==> src/sv/cssb_pkg.sv <==
// ----------------------------------------------------------------------------
// cssb_pkg
// Shared types for the cocktail shaker byte sorter: sequencer states and the
// status group that the sort sequencer returns to the top level.
// ----------------------------------------------------------------------------
package cssb_pkg;

    typedef enum logic [3:0] {
        S_IDLE,
        S_F_PRIME,
        S_F_LOAD,
        S_F_STEP,
        S_F_END,
        S_B_PRIME,
        S_B_LOAD,
        S_B_STEP,
        S_B_END,
        S_OUT
    } t_state;

    typedef struct packed {
        logic busy;
        logic done;
    } t_seq_stat;

endpackage

==> src/sv/cssb_mem.sv <==
// ----------------------------------------------------------------------------
// cssb_mem
// Element store: one write port and one read port, registered read data
// that holds its value while no read is issued.
// ----------------------------------------------------------------------------
module cssb_mem #(
    parameter int DEPTH = 64,
    parameter int AW    = 6
) (
    input  logic          i_clk,
    input  logic          i_wr_en,
    input  logic [AW-1:0] i_wr_addr,
    input  logic [7:0]    i_wr_data,
    input  logic          i_rd_en,
    input  logic [AW-1:0] i_rd_addr,
    output logic [7:0]    o_rd_data
);

    logic [7:0] r_mem [DEPTH];
    logic [7:0] r_rd_data;

    // write port
    always_ff @(posedge i_clk) begin
        if (i_wr_en) begin
            r_mem[i_wr_addr] <= i_wr_data;
        end
    end

    // read port, hold data between reads
    always_ff @(posedge i_clk) begin
        if (i_rd_en) begin
            r_rd_data <= r_mem[i_rd_addr];
        end
    end

    assign o_rd_data = r_rd_data;

endmodule

==> src/sv/cssb_seq.sv <==
// ----------------------------------------------------------------------------
// cssb_seq
// Sort and drain sequencer. Runs forward and backward compare-swap passes
// over the store by read-modify-write, carrying the travelling element in a
// register, then reads the sorted bytes out one beat per cycle while i_ready is high.
// ----------------------------------------------------------------------------
module cssb_seq #(
    parameter int AW           = 6,
    parameter int CW           = 7
) (
    input  logic                i_clk,
    input  logic                i_rst_n,
    input  logic                i_start,
    input  logic [CW-1:0]       i_count,
    input  logic [7:0]          i_rd_data,
    output logic                o_rd_en,
    output logic [AW-1:0]       o_rd_addr,
    output logic                o_wr_en,
    output logic [AW-1:0]       o_wr_addr,
    output logic [7:0]          o_wr_data,
    output logic                o_valid,
    output logic                o_last_result,
    input  logic                i_ready,
    output cssb_pkg::t_seq_stat o_stat
);

    cssb_pkg::t_state r_state;
    cssb_pkg::t_state n_state;

    logic [AW-1:0] r_lo;
    logic [AW-1:0] r_hi;
    logic [AW-1:0] r_i;
    logic [AW-1:0] r_mark;
    logic [7:0]    r_carry;
    logic [AW-1:0] r_optr;
    logic          r_ovalid;
    logic          r_olast;

    logic [AW-1:0] n_minus1;
    logic          f_swap;
    logic          b_swap;
    logic          out_adv;
    logic          out_end;
    logic [CW-1:0] cnt_m1;

    assign cnt_m1   = i_count - CW'(1);
    assign n_minus1 = cnt_m1[AW-1:0];
    assign f_swap   = r_carry > i_rd_data;
    assign b_swap   = i_rd_data > r_carry;
    assign out_adv  = !r_ovalid || i_ready;
    assign out_end  = r_ovalid && i_ready && r_olast;

    // next state
    always_comb begin
        n_state = r_state;
        case (r_state)
            cssb_pkg::S_IDLE: begin
                if (i_start) begin
                    n_state = (i_count < CW'(2)) ? cssb_pkg::S_OUT : cssb_pkg::S_F_PRIME;
                end
            end
            cssb_pkg::S_F_PRIME: n_state = cssb_pkg::S_F_LOAD;
            cssb_pkg::S_F_LOAD:  n_state = cssb_pkg::S_F_STEP;
            cssb_pkg::S_F_STEP: begin
                if (r_i + AW'(1) == r_hi) begin
                    n_state = cssb_pkg::S_F_END;
                end
            end
            cssb_pkg::S_F_END: begin
                n_state = (r_lo < r_mark) ? cssb_pkg::S_B_PRIME : cssb_pkg::S_OUT;
            end
            cssb_pkg::S_B_PRIME: n_state = cssb_pkg::S_B_LOAD;
            cssb_pkg::S_B_LOAD:  n_state = cssb_pkg::S_B_STEP;
            cssb_pkg::S_B_STEP: begin
                if (r_i - AW'(1) == r_lo) begin
                    n_state = cssb_pkg::S_B_END;
                end
            end
            cssb_pkg::S_B_END: begin
                n_state = (r_mark < r_hi) ? cssb_pkg::S_F_PRIME : cssb_pkg::S_OUT;
            end
            cssb_pkg::S_OUT: begin
                if (out_end) begin
                    n_state = cssb_pkg::S_IDLE;
                end
            end
            default: n_state = cssb_pkg::S_IDLE;
        endcase
    end

    // memory port control
    always_comb begin
        o_rd_en   = 1'b0;
        o_rd_addr = r_lo;
        o_wr_en   = 1'b0;
        o_wr_addr = r_i;
        o_wr_data = r_carry;
        case (r_state)
            cssb_pkg::S_F_PRIME: begin
                o_rd_en   = 1'b1;
                o_rd_addr = r_lo;
            end
            cssb_pkg::S_F_LOAD: begin
                o_rd_en   = 1'b1;
                o_rd_addr = r_lo + AW'(1);
            end
            cssb_pkg::S_F_STEP: begin
                o_rd_en   = (r_i + AW'(1) != r_hi);
                o_rd_addr = r_i + AW'(2);
                o_wr_en   = 1'b1;
                o_wr_addr = r_i;
                o_wr_data = f_swap ? i_rd_data : r_carry;
            end
            cssb_pkg::S_F_END: begin
                o_wr_en   = 1'b1;
                o_wr_addr = r_hi;
            end
            cssb_pkg::S_B_PRIME: begin
                o_rd_en   = 1'b1;
                o_rd_addr = r_hi;
            end
            cssb_pkg::S_B_LOAD: begin
                o_rd_en   = 1'b1;
                o_rd_addr = r_hi - AW'(1);
            end
            cssb_pkg::S_B_STEP: begin
                o_rd_en   = (r_i - AW'(1) != r_lo);
                o_rd_addr = r_i - AW'(2);
                o_wr_en   = 1'b1;
                o_wr_addr = r_i;
                o_wr_data = b_swap ? i_rd_data : r_carry;
            end
            cssb_pkg::S_B_END: begin
                o_wr_en   = 1'b1;
                o_wr_addr = r_lo;
            end
            cssb_pkg::S_OUT: begin
                o_rd_en   = out_adv && !out_end;
                o_rd_addr = r_optr;
            end
            default: begin
                o_rd_en = 1'b0;
            end
        endcase
    end

    // state register
    always_ff @(posedge i_clk) begin
        if (!i_rst_n) begin
            r_state <= cssb_pkg::S_IDLE;
        end else begin
            r_state <= n_state;
        end
    end

    // output beat valid
    always_ff @(posedge i_clk) begin
        if (!i_rst_n) begin
            r_ovalid <= 1'b0;
        end else if (r_state == cssb_pkg::S_OUT) begin
            if (out_end) begin
                r_ovalid <= 1'b0;
            end else if (out_adv) begin
                r_ovalid <= 1'b1;
            end
        end else begin
            r_ovalid <= 1'b0;
        end
    end

    // pass bounds, carry and drain pointer
    always_ff @(posedge i_clk) begin
        case (r_state)
            cssb_pkg::S_IDLE: begin
                r_lo   <= '0;
                r_hi   <= n_minus1;
                r_optr <= '0;
            end
            cssb_pkg::S_F_LOAD: begin
                r_carry <= i_rd_data;
                r_i     <= r_lo;
                r_mark  <= r_lo;
            end
            cssb_pkg::S_F_STEP: begin
                // carry the larger byte onwards
                if (f_swap) begin
                    r_mark <= r_i;
                end else begin
                    r_carry <= i_rd_data;
                end
                r_i <= r_i + AW'(1);
            end
            cssb_pkg::S_F_END: begin
                r_hi   <= r_mark;
                r_optr <= '0;
            end
            cssb_pkg::S_B_LOAD: begin
                r_carry <= i_rd_data;
                r_i     <= r_hi;
                r_mark  <= r_hi;
            end
            cssb_pkg::S_B_STEP: begin
                // carry the smaller byte downwards
                if (b_swap) begin
                    r_mark <= r_i;
                end else begin
                    r_carry <= i_rd_data;
                end
                r_i <= r_i - AW'(1);
            end
            cssb_pkg::S_B_END: begin
                r_lo   <= r_mark;
                r_optr <= '0;
            end
            cssb_pkg::S_OUT: begin
                if (out_adv && !out_end) begin
                    r_olast <= (r_optr == n_minus1);
                    r_optr  <= r_optr + AW'(1);
                end
            end
            default: begin
                r_i <= r_i;
            end
        endcase
    end

    assign o_valid       = r_ovalid;
    assign o_last_result = r_olast;
    assign o_stat.busy   = (r_state != cssb_pkg::S_IDLE);
    assign o_stat.done   = out_end;

endmodule

==> src/sv/cocktail_shaker_sort_bytes.sv <==
// ----------------------------------------------------------------------------
// cocktail_shaker_sort_bytes
// Collects a run of bytes into the element store, sorts it ascending with
// cocktail shaker passes and returns the sorted bytes, last one marked.
// ----------------------------------------------------------------------------
//
//  channel | direction | handshake          | payload
//  --------+-----------+--------------------+----------------------------------
//  input   | in        | i_valid / o_ready  | i_value, i_last_element
//  output  | out       | o_valid / i_ready  | o_sorted_value, o_last_result,
//          |           |                    | o_overflow
//
//  While loading, a byte is taken whenever i_valid is high. After the last byte
//  the sort runs alone, each pass working on the store's one read and one write
//  port. The sorted bytes then leave at one beat per cycle from the store's read
//  register; a stall on i_ready holds the beat. Input is not taken from the
//  last byte until the final beat of the run is accepted. Reset is synchronous.
//
module cocktail_shaker_sort_bytes #(
    parameter int MAX_ELEMENTS = 64
) (
    input  logic       i_clk,
    input  logic       i_rst_n,
    input  logic       i_valid,
    output logic       o_ready,
    input  logic [7:0] i_value,
    input  logic       i_last_element,
    output logic       o_valid,
    input  logic       i_ready,
    output logic [7:0] o_sorted_value,
    output logic       o_last_result,
    output logic       o_overflow
);

    localparam int AW = (MAX_ELEMENTS > 1) ? $clog2(MAX_ELEMENTS) : 1;
    localparam int CW = $clog2(MAX_ELEMENTS + 1);

    logic          r_loading;
    logic          r_start;
    logic [CW-1:0] r_count;
    logic          r_ovf;

    logic          in_beat;
    logic          store_ok;
    logic          load_wr;

    logic          seq_rd_en;
    logic [AW-1:0] seq_rd_addr;
    logic          seq_wr_en;
    logic [AW-1:0] seq_wr_addr;
    logic [7:0]    seq_wr_data;
    logic [7:0]    rd_data;

    logic          mem_wr_en;
    logic [AW-1:0] mem_wr_addr;
    logic [7:0]    mem_wr_data;

    cssb_pkg::t_seq_stat seq_stat;

    assign o_ready  = r_loading;
    assign in_beat  = i_valid && r_loading;
    assign store_ok = r_count < CW'(MAX_ELEMENTS);
    assign load_wr  = in_beat && store_ok;

    // load bookkeeping: count, overflow, hand over to the sequencer
    always_ff @(posedge i_clk) begin
        if (!i_rst_n) begin
            r_loading <= 1'b1;
            r_start   <= 1'b0;
            r_count   <= '0;
            r_ovf     <= 1'b0;
        end else begin
            r_start <= in_beat && i_last_element;
            if (in_beat) begin
                if (store_ok) begin
                    r_count <= r_count + CW'(1);
                end else begin
                    r_ovf <= 1'b1;
                end
                if (i_last_element) begin
                    r_loading <= 1'b0;
                end
            end else if (seq_stat.done) begin
                r_loading <= 1'b1;
                r_count   <= '0;
                r_ovf     <= 1'b0;
            end
        end
    end

    // store write port: loader while loading, sequencer otherwise
    always_comb begin
        if (r_loading) begin
            mem_wr_en   = load_wr;
            mem_wr_addr = r_count[AW-1:0];
            mem_wr_data = i_value;
        end else begin
            mem_wr_en   = seq_wr_en;
            mem_wr_addr = seq_wr_addr;
            mem_wr_data = seq_wr_data;
        end
    end

    cssb_mem #(
        .DEPTH (MAX_ELEMENTS),
        .AW    (AW)
    ) u_mem (
        .i_clk     (i_clk),
        .i_wr_en   (mem_wr_en),
        .i_wr_addr (mem_wr_addr),
        .i_wr_data (mem_wr_data),
        .i_rd_en   (seq_rd_en),
        .i_rd_addr (seq_rd_addr),
        .o_rd_data (rd_data)
    );

    cssb_seq #(
        .AW           (AW),
        .CW           (CW)
    ) u_seq (
        .i_clk         (i_clk),
        .i_rst_n       (i_rst_n),
        .i_start       (r_start),
        .i_count       (r_count),
        .i_rd_data     (rd_data),
        .o_rd_en       (seq_rd_en),
        .o_rd_addr     (seq_rd_addr),
        .o_wr_en       (seq_wr_en),
        .o_wr_addr     (seq_wr_addr),
        .o_wr_data     (seq_wr_data),
        .o_valid       (o_valid),
        .o_last_result (o_last_result),
        .i_ready       (i_ready),
        .o_stat        (seq_stat)
    );

    assign o_sorted_value = rd_data;
    assign o_overflow     = r_ovf;

    // loading and draining never overlap
    a_load_drain_excl: assert property (@(posedge i_clk) disable iff (!i_rst_n)
        !(o_ready && o_valid))
        else $error("input ready while a result beat is valid");

    // sequencer stays idle while bytes are being loaded
    a_idle_when_loading: assert property (@(posedge i_clk) disable iff (!i_rst_n)
        o_ready |-> !seq_stat.busy)
        else $error("sequencer busy during loading");

    // dropped bytes only once the store is full
    a_ovf_full: assert property (@(posedge i_clk) disable iff (!i_rst_n)
        r_ovf |-> (r_count == CW'(MAX_ELEMENTS)))
        else $error("overflow flagged with room in the store");

    // final beat of a run returns the block to loading
    a_reload: assert property (@(posedge i_clk) disable iff (!i_rst_n)
        (o_valid && i_ready && o_last_result) |=> (o_ready && r_count == '0))
        else $error("block not reloading after final beat");

endmodule

==> config.mk <==
export PLATFORM = sky130hd
export DESIGN_NAME = cocktail_shaker_sort_bytes
export DESIGN_NICKNAME = d
export VERILOG_FILES = /design/src/sv/cssb_pkg.sv /design/src/sv/cssb_mem.sv /design/src/sv/cssb_seq.sv /design/src/sv/cocktail_shaker_sort_bytes.sv
export SDC_FILE = /design/constraint.sdc
export NUM_CORES = 1
export LEC_CHECK = 0
export ABC_AREA = 0
export BUFFER_PORTS_ARGS = -buffer_cell sky130_fd_sc_hd__buf_2
export CAP_MARGIN = 15
export CELL_PAD_IN_SITES_DETAIL_PLACEMENT = 1
export CELL_PAD_IN_SITES_GLOBAL_PLACEMENT = 2
export CORE_MARGIN = 4
export CORE_UTILIZATION = 48
export DETAILED_ROUTE_END_ITERATION = 10
export PLACE_DENSITY = 0.83
export SKIP_LAST_GASP = 1
export SLEW_MARGIN = 20
export SYNTH_ARGS = -nofsm -noshare
export SYNTH_HDL_FRONTEND = slang
export SYNTH_HIERARCHICAL = 1
export SYNTH_SLANG_ARGS = --single-unit
==> constraint.sdc <==
create_clock -name i_clk -period 4.05 [get_ports i_clk]
set_input_delay 0.2025 -clock i_clk [delete_from_list [all_inputs] [get_ports i_clk]]
set_output_delay 0.2025 -clock i_clk [all_outputs]
set_load 0.03 [all_outputs]
==> impl_metrics.json, run 1 <==
{
  "area_growth_pct": 15.8,
  "num_antenna_cells": 0,
  "clock_skew_ns": 0.0401,
  "die_w_um": 236,
  "dr.pass1.iters": 5,
  "max_stage_delay_ns": 0.51,
  "drive_gt1_frac": 0.276,
  "reg2reg_depth": 15,
  "synthCells": 1456,
  "synth_enable_flop_cells": 559,
  "drc": 0,
  "power_density_nw_per_um2": 737,
  "drt_wl_total_um": 68700,
  "path_cells": "and3b_1, and2_1, xor2_1, ha_1, nand2_1, o31ai_1, nand3_1, a31oi_4, buf_12, buf_4, mux4_2, mux2_2, o22ai_1, nand2_1, o2bb2ai_1",
  "grtUsageTotal": 0.244,
  "dieArea_um2": 55500,
  "vias": 14530,
  "fin_crit_ns": 3.89,
  "antenna_left": 0,
  "grt_pass1_wl_um": 102000,
  "clk_latency_ns": 0.65,
  "gp_congestion": 0.855,
  "syn_area_um2": 24800,
  "drt-met1-wl_um": 27600,
  "multiInputGateArea_um2": 7230,
  "hold_ws_ns": 0.447,
  "wl_met2_um": 33700,
  "vias_per_cell": 6.20,
  "syn_nets": 1495,
  "worst-path-max-fanout": 16,
  "cts.clk_slew.worst_paths_ns": 0.06,
  "fillers": 4748,
  "initial_core_util": 0.484,
  "required_ns": 4.40,
  "setup_ws_ns": 0.157,
  "power_leakage_nw": 9.61,
  "synth_area_per_cell_um2": 17.1,
  "dp_cells": 2223,
  "slew_headroom": 0.428,
  "root_buffer": "clkbuf_16",
  "ys_ff_latch": 574,
  "ios": 25,
  "worstSetupStartpointType": "flip-flop",
  "worstSetupPathType": "flip-flop to flip-flop",
  "cpMostUsedCell": "nand2_1",
  "drt_iter0_markers": 1597,
  "clockBufferDepth": 3,
  "fmax_mhz": 257,
  "cts.sinks": 574,
  "cp_num_cells": 15,
  "maxCapViolCount": 0,
  "hold_viol_final": 0,
  "core_area_um2": 51300,
  "hold_path_class": "primary input to flip-flop",
  "row_count": 83,
  "cts_tree": "yes",
  "yosys_warnings": 6,
  "irDropWorstVdd_mv": 0.400,
  "die_height_um": 236,
  "grt_max_degree": 65,
  "grt-ovfl-total": 0,
  "final_area_um2": 28800,
  "fin_cells": 2345,
  "finalSetupViolCount": 0,
  "crit_buf_inv": 2,
  "drv_slew": 0,
  "crit_path_end_kind": "flip-flop",
  "total_power_mw": 21.2,
  "cp_slowest_cell": "dfxtp_1",
  "path_delay_family": "simple AND/OR/NAND/NOR gates",
  "h-tree-depth": 2,
  "cts_buffers": 58,
  "max_slew.worst_pin.slew_ns": 0.858,
  "layout.area.seq_um2": 17100,
  "ys_async_sr_fraction": 0,
  "status": "finished, final reports clean",
  "postPlaceCellArea_um2": 26600,
  "dr_wl_met3_um": 5340,
  "post_synth_num_cell_types": 85,
  "ys_seq_area_frac": 0.688,
  "nNetsFinal": 1657,
  "hpwl_um": 43600,
  "post-route-period-util": 0.961,
  "antenna_found_initial": 2,
  "first_global_vias": 15283,
  "cp.arrival_ns": 4.24,
  "top_layer_used": "met5",
  "pre_cts_slack_ns": 0.0214,
  "ys.flop_type": "edfxtp_1",
  "hold_depth": 3,
  "portBuffers": 24,
  "routedWlPerCell_um": 29.3
}
-- final timing paths --
kind / slack, ns / endpoint / start
worst max-delay path: 0.16 / u_mem/o_rd_data[1] / u_seq/r_state[3]
worst min-delay path: 0.45 / r_start / i_last_element
worst max register to register: 0.16 / u_mem/o_rd_data[1] / u_seq/r_state[3]
worst min register to register: 0.48 / o_overflow / o_overflow
-- metrics by stage --
stage                      util  TNS, ns
after global routing      0.561   -0.215
after detailed placement  0.518        0
after floorplan               -        0
after CTS                 0.558        0
after global placement    0.518        0
final                     0.561        0
-- synth_stat cells (6+ instances only) --
| cell type | n | area (µm²) |
|---|---|---|
| o221ai_1 | 13 | 114 |
| xnor2_1 | 20 | 175 |
| nor2_1 | 127 | 477 |
| nor2b_1 | 16 | 100 |
| and2_1 | 8 | 50.1 |
| xor2_1 | 18 | 158 |
| dfxtp_1 | 15 | 300 |
| mux2_2 | 27 | 304 |
| o22ai_1 | 15 | 93.8 |
| a21oi_1 | 33 | 165 |
| buf_6 | 7 | 78.8 |
| nand2_1 | 68 | 255 |
| a22oi_1 | 13 | 97.6 |
| buf_1 | 6 | 22.5 |
| mux4_2 | 126 | 2840 |
| mux2i_1 | 37 | 370 |
| nand4_1 | 6 | 37.5 |
| buf_2 | 27 | 135 |
| clkbuf_1 | 28 | 105 |
| nand3b_1 | 7 | 52.6 |
| o21ai_0 | 11 | 55.1 |
| ha_1 | 26 | 325 |
| nand2b_1 | 11 | 68.8 |
| inv_1 | 27 | 101 |
| nor4_1 | 7 | 43.8 |
| a31oi_1 | 9 | 56.3 |
| buf_4 | 14 | 105 |
| nand3_1 | 42 | 210 |
| edfxtp_1 | 559 | 16800 |
| and3_1 | 10 | 62.6 |
| nor3_1 | 18 | 90.1 |
| a221oi_1 | 8 | 70.1 |
-- cell type report --
cell class	instances	share of cell area
inverters	31	0.00417
multi-input cells	765	0.251
well taps	680	0.0296
repair buffers	188	0.0530
clock buffers	68	0.0525
clock inverters	39	0.0158
flip-flops and latches	574	0.594
-- sequential cells by signal, indices dropped and copies added (netlist names), 7 cells and up --
| register | count |
|---|---|
| u_mem/r_mem | 512 |
| u_mem/o_rd_data | 8 |
| r_count | 7 |
| u_seq/r_carry | 8 |
-- metal layers --
layer | up-vias | global-route usage
li1 | 6138 | -
met1 | 7608 | 0.334
met2 | 648 | 0.403
met3 | 134 | 0.0505
met4 | 2 | 0.0689
met5 | - | 0
-- worst min-delay path: stages --
cell	delay (ns)
dlygate4sd3_1	0.51
buf_2	0.11
and4_2	0.21
-- power by group --
part	internal [mW]	leakage [nW]	switching, mW
combinational	3.66	3.48	4.61
clock	3.19	0.939	2.33
sequential	7.03	5.19	0.394
total	13.9	9.61	7.34
-- layout by cell type, fill, tap and decap left out, types with 8 or more instances in the layout --
cell type and count:
clkinvlp_4 8, bufinv_16 8, nor2_1 127, buf_2 24
clkinv_1 8, o22ai_1 15, nand2b_1 10, edfxtp_1 559
xnor2_1 20, clkbuf_16 60, mux2_2 27, nand3_1 42
xor2_1 18, mux2i_1 36, and3_1 10, a21oi_1 32
clkbuf_1 9, nor3_1 18, a22oi_1 13, dfxtp_1 15
nand2_1 68, ha_1 26, buf_12 11, nor2b_1 16
inv_1 27, clkinv_2 13, o21ai_0 9, o221ai_1 13
and2_1 8, buf_4 145, mux4_2 126
-- logic make-up (layout without fill, tap and decap cells) --
family / after synthesis / in the layout / synth area share
DFF: 574 / 574 / 0.688
and+or+nand+nor: 345 / 345 / 0.0673
muxes: 190 / 190 / 0.141
AOI/OAI and AO/OA: 160 / 160 / 0.0463
buffers and inverters: 117 / 326 / 0.0254
xor gates and xnor gates: 44 / 44 / 0.0189
adders and majority gates: 26 / 26 / 0.0131
-- what timing repair did --
action | CTS | global route
hold buffers | 6 | 0
gates cloned | 0 | 1
setup buffers | 0 | 8
pin swaps | 1 | 2
hold endpoints to repair | 6 | 0
setup endpoints to repair | 2 | 8
gates resized for setup | 1 | 13
Power figures use the tool's default switching activity.
==> inputs of run 2 (changes only) <==
Clock period 4.05 ns to 3.7 ns, I/O delays scaled along.
==> impl_metrics.json, run 2 (same netlist as run 1, synthesis figures left out) <==
{
  "crit_path_end_kind": "flip-flop",
  "core_area_um2": 51300,
  "multiInputGateArea_um2": 7300,
  "final_common_cell": "edfxtp_1",
  "initial_core_util": 0.484,
  "clock_skew_ns": 0.0330,
  "final_area_um2": 29100,
  "maxCapViolCount": 0,
  "max_slew.worst_pin.slew_ns": 0.835,
  "post-route-period-util": 0.972,
  "grt-ovfl-total": 0,
  "slew_headroom": 0.441,
  "worstSetupStartpointType": "flip-flop",
  "grt_max_degree": 65,
  "rr_startpoint": "u_seq/r_state[3]",
  "routedWlPerCell_um": 28.7,
  "cts.clk_slew.worst_paths_ns": 0.07,
  "status": "finished, final reports clean",
  "die_w_um": 236,
  "total_power_mw": 23.6,
  "antenna_left": 0,
  "ios": 25,
  "nNetsFinal": 1685,
  "drt_wl_total_um": 68100,
  "drive_gt1_frac": 0.297,
  "hpwl_um": 44600,
  "reg2reg_depth": 14,
  "drc": 0,
  "fin_cells": 2375,
  "whs_endpoint": "u_mem/r_mem[25][0]",
  "p_comb_frac": 0.402,
  "cts_tree": "yes",
  "reg2reg_to": "u_mem/o_rd_data[1]",
  "clockBufferDepth": 3,
  "first_global_vias": 15552,
  "r2r_slack_ns": 0.10,
  "gp_congestion": 0.907,
  "root_buffer": "clkbuf_16",
  "drv_slew": 0,
  "antenna_found_initial": 1,
  "num_antenna_cells": 0,
  "h-tree-depth": 2,
  "required_ns": 4.05,
  "power_leakage_nw": 9.79,
  "largest_reg_flops": 512,
  "vias_per_cell": 6.18,
  "internal-power_mw": 15.6,
  "clk_latency_ns": 0.63,
  "vias": 14680,
  "fin_crit_ns": 3.60,
  "seqPwrFrac": 0.342,
  "hold_depth": 3,
  "portBuffers": 24,
  "mostFrequentLayoutCells": "559 x edfxtp_1, 172 x buf_4, 126 x mux4_2",
  "hold_path.startpoint": "i_value[0]",
  "power_density_nw_per_um2": 812,
  "postPlaceCellArea_um2": 26800,
  "die_height_um": 236,
  "tns_ns": 0,
  "clkPwrFrac": 0.256,
  "grtUsageTotal": 0.242,
  "worst-path-max-fanout": 17,
  "p_switching_mw": 8.07,
  "irDropWorstVdd_mv": 0.410,
  "cts.sinks": 574,
  "worstSetupPathType": "flip-flop to flip-flop",
  "finalSetupViolCount": 0,
  "dieArea_um2": 55500,
  "layout.area.seq_um2": 17100,
  "rsz0062_at_grt": "true",
  "final_util": 0.567,
  "area_growth_pct": 17.1,
  "dr.pass1.iters": 5,
  "regMostFlops": "u_mem/r_mem",
  "cts_buffers": 57,
  "hold_path_class": "primary input to flip-flop",
  "dp_cells": 2245,
  "fillers": 4672,
  "grt_pass1_wl_um": 102000,
  "cp.arrival_ns": 3.95,
  "fmax_mhz": 278,
  "hold_viol_final": 0,
  "swShare": 0.341,
  "drt_iter0_markers": 1501,
  "row_count": 83
}
==> run 2: cell types whose count changed in the layout (fill, tap and decap cells not counted), sizes merged <==
cell,previous run,this run
inv,30,31
buf,181,210
bufinv,8,10
clkbuf,69,67
clkinvlp,8,4
clkinv,24,28
==> run 2: cell type report <==
type | instances | share of cell area
Sequential cell | 574 | 0.587
Multi-Input combinational cell | 765 | 0.251
Timing Repair Buffer | 217 | 0.0606
Clock buffer | 66 | 0.0502
Tap cell | 680 | 0.0292
Clock inverter | 42 | 0.0173
Inverter | 31 | 0.00404
==> run 2: per-stage QoR <==
| step | setup WS [ns] | hold WS [ns] |
|---|---|---|
| 3_5_place_dp | -0.173 | 0.455 |
| 2_1_floorplan | 0.162 | 0.317 |
| 3_3_place_gp | -0.145 | 0.443 |
| 6_report | 0.103 | 0.483 |
| 5_1_grt | -0.0285 | 0.514 |
| 4_1_cts | -0.0971 | 0.456 |
==> run 2: timing repair <==
| action | CTS | global route |
|---|---|---|
| hold endpoints to repair | 8 | 0 |
| hold buffers | 6 | 0 |
| buffers inserted | 4 | 11 |
| cloned | 0 | 1 |
| resized for setup | 5 | 32 |
| pin swaps | 2 | 3 |
| setup endpoints to repair | 58 | 285 |
==> run 2: power by group through the flow <==
stage,combinational (mW),clock [mW],sequential [mW]
after floorplan,5.79,0,8.07
after global placement,8.57,0,8.18
after detailed placement,8.89,0,8.19
after CTS,9.11,6.13,8.06
after global routing,10.1,6.44,8.10
final,9.51,6.05,8.07
==> run 2: worst max-delay path, stage by stage (launching register included) <==
cell and delay (ns):
dfxtp_2 0.36, and3b_1 0.20, and2_1 0.17, xor2_1 0.15, ha_2 0.32, nand2_1 0.05, o31ai_1 0.07, nand3_1 0.17
a31oi_4 0.19, buf_12 0.16, buf_4 0.28, mux4_2 0.34, mux2_2 0.29, a221oi_1 0.44, o2bb2ai_1 0.13
==> run 2: worst max-delay path by stage <==
stage	startpoint	endpoint	slack, ns	cells past startpoint
global placement	u_seq/r_state[3]	u_mem/o_rd_data[6]	-0.15	15
CTS	u_seq/r_state[3]	u_mem/o_rd_data[4]	-0.1	16
finish	u_seq/r_state[3]	u_mem/o_rd_data[1]	0.10	14
floorplan	u_seq/r_state[1]	u_mem/r_mem[48][0]	0.16	12
global route	u_seq/r_state[0]	u_mem/r_mem[26][1]	-0.03	13
detailed placement	u_seq/r_state[3]	u_mem/o_rd_data[6]	-0.17	16
==> run 2: metal layers <==
| metal | vias to the layer above | global-route usage | part of all wire |
|---|---|---|---|
| met2 | 616 | 0.402 | 0.49 |
| met5 | - | 0 | 0.00023 |
| li1 | 6186 | - | - |
| met3 | 133 | 0.0435 | 0.069 |
| met1 | 7743 | 0.336 | 0.41 |
| met4 | 2 | 0.0671 | 0.033 |
==> inputs of run 3 (changes only) <==
Settings changed: CORE_UTILIZATION 48 to 50, CTS_BUF_LIST set to sky130_fd_sc_hd__clkbuf_8, PLACE_DENSITY 0.83 to 0.86.
==> impl_metrics.json, run 3 (same netlist as run 1, synthesis figures left out) <==
{
  "status": "complete, but fails checks",
  "violations": "setup timing",
  "ios": 25,
  "drt_iter0_markers": 1687,
  "whs_endpoint": "u_mem/r_mem[20][3]",
  "grt_pass1_wl_um": 103000,
  "h-tree-depth": 3,
  "required_ns": 4.12,
  "drc": 0,
  "grt-ovfl-total": 0,
  "area_growth_pct": 16.3,
  "antenna_found_initial": 2,
  "cp.arrival_ns": 4.13,
  "hold_viol_final": 0,
  "row_count": 81,
  "worst-path-max-fanout": 10,
  "finalSetupViolCount": 1,
  "hold_path_class": "primary input to flip-flop",
  "clk_latency_ns": 0.69,
  "fin_crit_ns": 3.71,
  "reg2reg_to": "u_mem/o_rd_data[6]",
  "crit_path_end_kind": "flip-flop",
  "r2r_slack_ns": -0.01,
  "tns_ns": -0.0119,
  "routedWlPerCell_um": 29.1,
  "antenna_left": 0,
  "core_area_um2": 49100,
  "cts.sinks": 574,
  "drv_slew": 0,
  "rr_startpoint": "u_seq/r_state[1]",
  "root_buffer": "clkbuf_8",
  "hold_depth": 2,
  "dr.pass1.iters": 5,
  "drive_gt1_frac": 0.300,
  "mostFrequentLayoutCells": "559 x edfxtp_1, 167 x buf_4, 126 x mux4_2",
  "path_cells": "buf_12, nand2_2, clkinv_2, nand2_1, or2_1, o221ai_2, nor2_2, a21oi_4, buf_6, buf_12, mux4_2, mux2_2, o221a_2, nor3_2, buf_4, o32ai_1",
  "max_slew.worst_pin.slew_ns": 0.875,
  "maxCapViolCount": 0,
  "fillers": 4506,
  "gp_congestion": 0.900,
  "hpwl_um": 45300,
  "final_util": 0.589,
  "slew_headroom": 0.414,
  "cpMostUsedCell": "buf_12",
  "regMostFlops": "u_mem/r_mem",
  "fmax_mhz": 269,
  "final_common_cell": "edfxtp_1",
  "initial_core_util": 0.507,
  "worstSetupPathType": "flip-flop to flip-flop",
  "vias": 14978,
  "reg2reg_depth": 16,
  "vias_per_cell": 6.20,
  "worstSetupStartpointType": "flip-flop",
  "cts_tree": "yes",
  "die_height_um": 231,
  "cts.clk_slew.worst_paths_ns": 0.07,
  "dieArea_um2": 53300,
  "drt_wl_total_um": 70400,
  "die_w_um": 231,
  "first_global_vias": 15679,
  "clock_skew_ns": 0.0503,
  "cts_buffers": 90,
  "grt_max_degree": 65,
  "nNetsFinal": 1719,
  "post-route-period-util": 1.00,
  "hold_path.startpoint": "i_value[3]",
  "clockBufferDepth": 3,
  "grtUsageTotal": 0.263,
  "portBuffers": 24,
  "power_density_nw_per_um2": 799,
  "irDropWorstVdd_mv": 0.379,
  "max_stage_delay_ns": 0.55,
  "cp_slowest_cell": "mux4_2",
  "largest_reg_flops": 512,
  "rsz0062_at_grt": "true",
  "setup_ws_ns": -0.0119,
  "power_leakage_nw": 9.86
}
run 3: changes by cell type in the layout (fill, tap and decap cells not counted), moves of 5 or more:
cell       before  now
clkbuf_8        0   92
clkbuf_16      58    1
inv_1          27   54
clkinv_1       12   22
clkbuf_1        9    0
bufinv_16      10    4
buf_4         172  167
run 3: metal layers:
metal,wire (µm),vias to the layer above,part of all wire,track usage
li1,-,6294,-,-
met1,27600,7752,0.39,0.352
met2,34200,781,0.49,0.427
met3,6120,149,0.087,0.0590
met4,2460,2,0.035,0.0955
met5,13,-,0.00018,0
run 3: worst max path at each step:
stage / slack [ns] / to / cells after the start / startpoint
6_report: -0.01 / u_mem/o_rd_data[6] / 16 / u_seq/r_state[1]
5_1_grt: -0.16 / u_mem/o_rd_data[6] / 16 / u_seq/r_state[1]
4_1_cts: 0.004 / u_mem/o_rd_data[0] / 17 / u_seq/r_state[1]
3_5_place_dp: -0.17 / u_mem/o_rd_data[6] / 17 / u_seq/r_state[1]
3_3_place_gp: 0.03 / u_mem/o_rd_data[6] / 15 / u_seq/r_state[1]
2_1_floorplan: 0.16 / u_mem/r_mem[48][0] / 12 / u_seq/r_state[1]
run 3: timing repair:
item,in CTS,in global routing
resized for setup,11,24
setup endpoints to repair,7,38
hold buffers,6,0
buffers inserted,5,10
pin swaps,1,3
endpoints found under the hold margin,15,0
gates cloned,2,1
run 3: area by class of cell:
class,count,area (µm²),area share
clock inverters,72,450,0.0156
multi-input cells,765,7290,0.252
diodes,1,2.50,0.0000866
flip-flops and latches,574,17100,0.591
inverters,31,118,0.00407
repair buffers,218,1860,0.0643
well taps,664,831,0.0287
clock buffers,92,1270,0.0438
run 3: critical path: cells and delay by family (launching register included):
family          cells  cell delay (ns)
mux                 2             0.87
simple gates        5             0.78
compound gates      4             0.76
buf+inv             5             0.67
flops               1             0.38
run 3: power breakdown:
| group | internal [mW] | switching [mW] |
|---|---|---|
| sequential | 7.70 | 0.381 |
| combinational | 4.50 | 5.36 |
| clock | 2.63 | 2.54 |
| total | 14.8 | 8.28 |
run 3: metrics by stage:
stage / setup slack [ns] / area [µm²] / hold WS [ns] / power, mW / instances
after global placement: 0.0269 / 26800 / 0.445 / 16.9 / 2228
after detailed placement: -0.171 / 26800 / 0.464 / 17.2 / 2228
after CTS: 0.00446 / 28700 / 0.334 / 22.8 / 2405
after global routing: -0.157 / 28900 / 0.382 / 24.0 / 2416
after floorplan: 0.162 / 24800 / 0.317 / 13.9 / 1456
final: -0.0119 / 28900 / 0.388 / 23.1 / 2417
